`config.mk`:
```
export PLATFORM = sky130hd
export DESIGN_NAME = wto_interp
export DESIGN_NICKNAME = d
export VERILOG_FILES = /design/src/rtl/wto_pkg.sv /design/src/rtl/wto_interp.sv
export SDC_FILE = /design/constraint.sdc
export NUM_CORES = 1
export LEC_CHECK = 0
export BUFFER_PORTS_ARGS = -buffer_cell sky130_fd_sc_hd__buf_2
export CELL_PAD_IN_SITES_DETAIL_PLACEMENT = 0
export CELL_PAD_IN_SITES_GLOBAL_PLACEMENT = 1
export CORE_ASPECT_RATIO = 0.9
export CORE_UTILIZATION = 50
export DETAILED_ROUTE_END_ITERATION = 8
export PLACE_DENSITY_LB_ADDON = 0.1
export SLEW_MARGIN = 20
export SYNTH_ARGS = -nofsm -noshare
export SYNTH_HDL_FRONTEND = slang
export SYNTH_SLANG_ARGS = --single-unit
```
`constraint.sdc`:
```
create_clock -name clk -period 4.2 [get_ports clk]
set_clock_uncertainty 0.1 [all_clocks]
set_input_delay 0.63 -clock clk [delete_from_list [all_inputs] [get_ports clk]]
set_output_delay 0.63 -clock clk [all_outputs]
set_load 0.1 [all_outputs]
```
`src/rtl/wto_pkg.sv`:
```
// Package for the wavetable oscillator: table geometry, fixed-point widths,
// request codes and pipeline control types. No dependencies.
`timescale 1ns / 1ps
package wto_pkg;

	localparam int TABLE_SIZE  = 8192;
	localparam int FRAC_BITS   = 16;
	localparam int SAMPLE_BITS = 16;

	localparam int IDX_W   = $clog2(TABLE_SIZE);
	localparam int PHASE_W = IDX_W + FRAC_BITS;
	localparam int DIFF_W  = SAMPLE_BITS + 1;
	localparam int PROD_W  = DIFF_W + FRAC_BITS + 1;

	localparam logic [1:0] REQ_WRITE = 2'd0;
	localparam logic [1:0] REQ_SAMPLE = 2'd1;
	localparam logic [1:0] REQ_PHASE_RST = 2'd2;

	localparam logic REG_PHASE_STEP = 1'b0;
	localparam logic REG_INTERP_EN  = 1'b1;

	typedef struct packed {
		logic                 valid;
		logic                 interp;
		logic [FRAC_BITS-1:0] frac;
	} stage_ctl_t;

endpackage

```
`src/rtl/wto_interp.sv`:
```
// Interpolation datapath: difference and fraction multiply (s2 register),
// then floor shift and add. Depends on wto_pkg.
`timescale 1ns / 1ps
module wto_interp import wto_pkg::*; (
	input  logic                          clk,
	input  logic                          arst_n,
	input  logic                          adv,
	input  stage_ctl_t                    ctl_s1,
	input  logic signed [SAMPLE_BITS-1:0] a_s1,
	input  logic signed [SAMPLE_BITS-1:0] b_s1,
	output logic                          valid_s2,
	output logic signed [SAMPLE_BITS-1:0] result
);

	logic signed [DIFF_W-1:0]      diff;
	logic signed [PROD_W-1:0]      prod;
	logic signed [PROD_W-1:0]      prod_s2;
	logic signed [SAMPLE_BITS-1:0] a_s2;
	logic signed [PROD_W-1:0]      shifted;
	logic signed [SAMPLE_BITS-1:0] sum;

	assign diff = DIFF_W'(b_s1) - DIFF_W'(a_s1);
	assign prod = $signed({1'b0, ctl_s1.frac}) * diff;

	always_ff @(posedge clk or negedge arst_n) begin
		if (!arst_n) begin
			valid_s2 <= 1'b0;
		end else if (adv) begin
			valid_s2 <= ctl_s1.valid;
		end
	end

	always_ff @(posedge clk) begin
		if (adv) begin
			a_s2    <= a_s1;
			prod_s2 <= ctl_s1.interp ? prod : '0;
		end
	end

	// arithmetic shift gives the floor toward minus infinity
	assign shifted = prod_s2 >>> FRAC_BITS;
	assign sum     = a_s2 + SAMPLE_BITS'(shifted);
	assign result  = sum;

endmodule

```
==> out/qor.yml, run 1 <==
violations: "negative setup slack"
finalSetupViolCount: 16
drive_gt1_share_pct: 23.23
synth_top_cells_by_area: "fa_1, ha_1, inv_1"
h-tree-depth: 2
worstReg2RegEnd: "valid_s2"
numCtsBuffers: 5
synth-async-reset-ratio_pct: 3.030
run_status: "finished, violations left"
ant_nets: 0
io_pins: 70
die-area_um2: 23440
synth_nets: 1691
via_per_inst: 5.125
die_x_um: 161.3
cp-end-kind: "register"
drt-initial-drc-count: 494
tightestPinTransition_ns: 0.7666
drc_errors: 0
synth_top_area_share_pct: 36.83
grt-ovfl-total: 0
ctsLongestPathBuffers: 2
r2r-start: "valid_s2"
cp.required_ns: 4.11
hold_class: "in -> async"
num_vias: 9286
core_area_um2: 22450
cts_tree: "built"
dp_hpwl_mm: 25.39
synth.distinct_cells: 55
worst_slack_ns: -3.520
finalCritPeriodShare_pct: 183.8
cts-hold-fix-buffers: 0
layout_min_cycle_time_ns: 7.720
portBuffers: 69
synth.avg_cell_area_um2: 8.889
synth_edf_count: 32
area_growth_pct: 24.79
r2r_slack_ns: 3.37
yosysSeqAreaShare_pct: 8.638
synthTopCellsByCount: "inv_1, fa_1, nand2_1"
rows: 52
clkTransAtPathRegs_ns: 0.06
hold_viol_final: 0
rsz0062_at_grt: "true"
cts_sinks: 33
n_antenna_cell: 0
critPathMaxFanout: 5
synthFlopType: "edfxtp_1"
routabilityCongestion: 0.9105
slew_violations: 0
yosysWarningCount: 0
grt_pass1_vias: 9769
die_h_um: 145.3
dr.pass1.iters: 5
post-place-ws_ns: -3.964
grt.total_usage_pct: 26.95
grt_first_pass_wirelength_mm: 49.89
max_cap_violations: 0
syn_inst: 1284
cp-start-kind: "input pin"
post-route-util_pct: 63.45
fin_nets: 1921
netlist_area_um2: 11410
synth_seq_cells: 33
start_util_pct: 50.85
wl_per_cell_um: 16.54
yosysMostFrequentCell: "inv_1"
rr_worst_depth: 1
insertion_delay_ns: 0.28
grt_start_max_net_pins: 34
slew_headroom_pct: 48.89
drt_wl_total_mm: 29.96
arrival_ns: 7.63
path_class: "in -> reg"
synth_top_area_cell: "fa_1"
ctsRootBufferMaster: "clkbuf_16"
antenna_found_initial: 0
fmax_mhz: 129.5
==> worst max-delay path: stages <==
cell       delay (ns)
buf_12           0.09
inv_12           0.03
ha_4             0.15
or4_4            0.57
o31a_1           0.31
o31a_1           0.33
o21a_4           0.26
o311ai_4         0.30
and2_4           0.20
fa_1             0.43
fa_1             0.46
fa_1             0.53
fa_1             0.44
fa_1             0.49
inv_1            0.05
fa_1             0.49
inv_2            0.04
ha_4             0.22
a21o_1           0.19
a221oi_2         0.32
nand4_1          0.15
o211ai_2         0.19
buf_6            0.17
a21oi_4          0.08
o2111ai_4        0.24
nand4_1          0.11
nor3b_2          0.17
==> metal layers <==
metal,part of all wire (%),GRT usage [%]
met5,0,0
met3,4.8,2.593
met1,48,39.65
met4,1.0,3.868
met2,47,44.16
==> registers in the layout, summed over array words and instances (netlist names) <==
register	cells
prod_s2	16
valid_s2	1
a_s2	16
==> area by class of cell <==
class	count	area, um2
sequential	33	985.9
inverter	312	1186
tap	297	371.6
clock buffer	5	125.1
timing repair buffer	260	1978
multi-input combinational	902	9578
fill	1941	8204
clock inverter	3	17.52
==> placed cells by master, fill, tap and decap left out, types with 12 or more instances in the layout <==
| master | Yosys | final |
|---|---|---|
| nor2_1 | 51 | 49 |
| buf_4 | 0 | 173 |
| edfxtp_1 | 32 | 32 |
| buf_2 | 0 | 64 |
| nand3_1 | 27 | 26 |
| inv_1 | 312 | 305 |
| nand2_1 | 147 | 144 |
| a21oi_1 | 28 | 19 |
| xnor2_1 | 31 | 26 |
| o21a_1 | 13 | 12 |
| and2_1 | 85 | 82 |
| fa_1 | 210 | 207 |
| nor2b_1 | 32 | 31 |
| ha_1 | 144 | 129 |
==> stage by stage <==
step           TNS (ns)  std cells  area, um2  hold WS, ns
3_3_place_gp     -57.99       1786      13590       0.3039
3_5_place_dp     -59.35       1786      13590       0.3057
2_1_floorplan    -50.95       1284      11640       0.2344
4_1_cts          -52.01       1807      14120     0.009879
6_report         -52.58       1812      14240      0.01388
5_1_grt          -57.23       1812      14240      0.01165
==> how the worst max path moves through the flow <==
stage          startpoint          end  slack (ns)  depth (start not counted)
3_5_place_dp      a_s1[7]  prod_s2[31]       -3.96                         29
4_1_cts           a_s1[7]  prod_s2[31]       -3.48                         27
3_3_place_gp      a_s1[7]  prod_s2[31]       -3.83                         28
5_1_grt           a_s1[7]  prod_s2[27]       -3.83                         27
6_report          a_s1[7]  prod_s2[27]       -3.52                         27
2_1_floorplan     a_s1[7]  prod_s2[31]       -3.51                         28
==> cell families after synthesis <==
logic type	count (synthesis)	share of synthesized area [%]
and+or+nand+nor	391	16.82
buffers and inverters	349	11.54
adders and majority gates	354	52.62
AOI/OAI and AO/OA	119	7.312
xor gates and xnor gates	36	2.883
DFF	33	8.638
muxes	2	0.1864
==> what timing repair did <==
action | 4_1_cts | 5_1_grt
pin swaps | 25 | 6
gates resized for setup | 60 | 20
setup endpoints to repair | 16 | 17
setup buffers | 13 | 5
cloned | 0 | 0
Power of run 1 is left out: the tool's default activity adds up to more than one toggle a clock period on the data nets, which glitch-free logic cannot reach.
==> run 2: changes to the inputs <==
CTS_BUF_LIST = sky130_fd_sc_hd__clkbuf_8   (was unset)
==> out/qor.yml, run 2 (synthesis results as in run 1) <==
hold_class: "reg -> reg"
rr_worst_depth: 1
grt_first_pass_wirelength_mm: 49.94
fin_nets: 1923
multi_input_area_um2: 9579
worst_slack_ns: -3.488
max_cap_violations: 0
cts_sinks: 33
grt_use_met3_pct: 2.593
portBuffers: 69
rsz0062_at_grt: "true"
path_class: "in -> reg"
antenna_found_initial: 0
cp-end-kind: "register"
via_per_inst: 5.165
fmax_mhz: 130.1
arrival_ns: 7.62
finalSetupViolCount: 16
drc_errors: 0
violations: "negative setup slack"
clkTransAtPathRegs_ns: 0.08
grt_pass1_vias: 9762
rows: 52
placed_cell_area_um2: 13590
finalCritPeriodShare_pct: 183.0
core_area_um2: 22450
post-route-util_pct: 63.29
slew_headroom_pct: 49.02
n_antenna_cell: 0
wl_per_cell_um: 16.49
ff_latch_area_um2: 985.9
cp.required_ns: 4.13
io_pins: 70
final_area_um2: 14210
hold_viol_final: 0
routabilityCongestion: 0.9105
met2_usage_pct: 44.09
drt_wl_total_mm: 29.91
dr.pass1.iters: 6
num_vias: 9369
area_growth_pct: 24.48
holdPathStages: 1
ctsLongestPathBuffers: 2
h-tree-depth: 2
insertion_delay_ns: 0.29
critPathMaxFanout: 5
grt-ovfl-total: 0
drt-initial-drc-count: 582
slew_violations: 0
drive_gt1_share_pct: 23.20
cp-start-kind: "input pin"
layout_common_cells: "inv_1, fa_1, buf_4"
reg_top3: "a_s2 x16, prod_s2 x16, valid_s2 x1"
ctsRootBufferMaster: "clkbuf_8"
grt_start_max_net_pins: 34
layout_min_cycle_time_ns: 7.688
grt.total_usage_pct: 26.97
numCtsBuffers: 5
grtUsageMet1_pct: 39.57
run_status: "finished, violations left"
dp_hpwl_mm: 25.39
cts_tree: "built"
die_h_um: 145.3
whs_ns: 0.4067
ant_nets: 0
grt.busiest_layer: "met2"
die-area_um2: 23440
start_util_pct: 50.85
tightestPinTransition_ns: 0.7647
final_common_cell: "inv_1"
die_x_um: 161.3
final.fill_count: 1962
[run 2: final timing paths]
path / slack [ns] / to / start
max: -3.49 / prod_s2[27] / a_s1[7]
min: 0.41 / valid_s2 / valid_s2
max reg2reg: 3.36 / valid_s2 / valid_s2
min reg2reg: 0.41 / valid_s2 / valid_s2
max in group asynchronous: 3.38 / valid_s2 / arst_n
min in group asynchronous: 0.54 / valid_s2 / arst_n
[run 2: final cells by class]
cell class | instances | share of cell area, %
Tap cell | 297 | 2.616
Inverter | 312 | 8.349
Clock inverter | 3 | 0.1233
Multi-Input combinational cell | 902 | 67.42
Timing Repair Buffer | 262 | 14.06
Clock buffer | 5 | 0.4844
Sequential cell | 33 | 6.940
[run 2: timing repair]
item                                   in CTS  in global routing
setup buffers                              13                  6
setup endpoints to repair                  17                 17
endpoints found under the hold margin       1                  0
gates resized for setup                    60                 22
pin swaps                                  24                  9
hold buffers                                1                  0
[run 2: through the flow]
step	cells	TNS (ns)	worst slack [ns]
CTS	1808	-51.59	-3.455
finish	1814	-52.22	-3.488
floorplan	1284	-50.95	-3.506
global placement	1786	-57.99	-3.834
detailed placement	1786	-59.35	-3.964
global route	1814	-56.73	-3.782
[run 2: per-layer routing]
metal	up-vias	wire length [um]
li1	4413	-
met4	0	345
met1	4672	14120
met3	25	1623
met2	259	13820
met5	-	0
[run 2: critical path: stages]
cell and delay [ns]:
buf_12 0.09, inv_12 0.03, ha_4 0.15, or4_4 0.57
o31a_1 0.31, o31a_1 0.33, o21a_4 0.26, o311ai_4 0.29
and2_4 0.20, fa_1 0.43, fa_1 0.46, fa_1 0.53
fa_1 0.44, fa_1 0.50, inv_1 0.05, fa_1 0.49
inv_2 0.04, ha_4 0.22, a21o_1 0.19, a221oi_2 0.32
nand4_1 0.15, o211ai_2 0.19, buf_6 0.16, a21oi_4 0.07
o2111ai_4 0.25, nand4_1 0.10, nor3b_2 0.17
Power of run 2 is left out for the same reason.
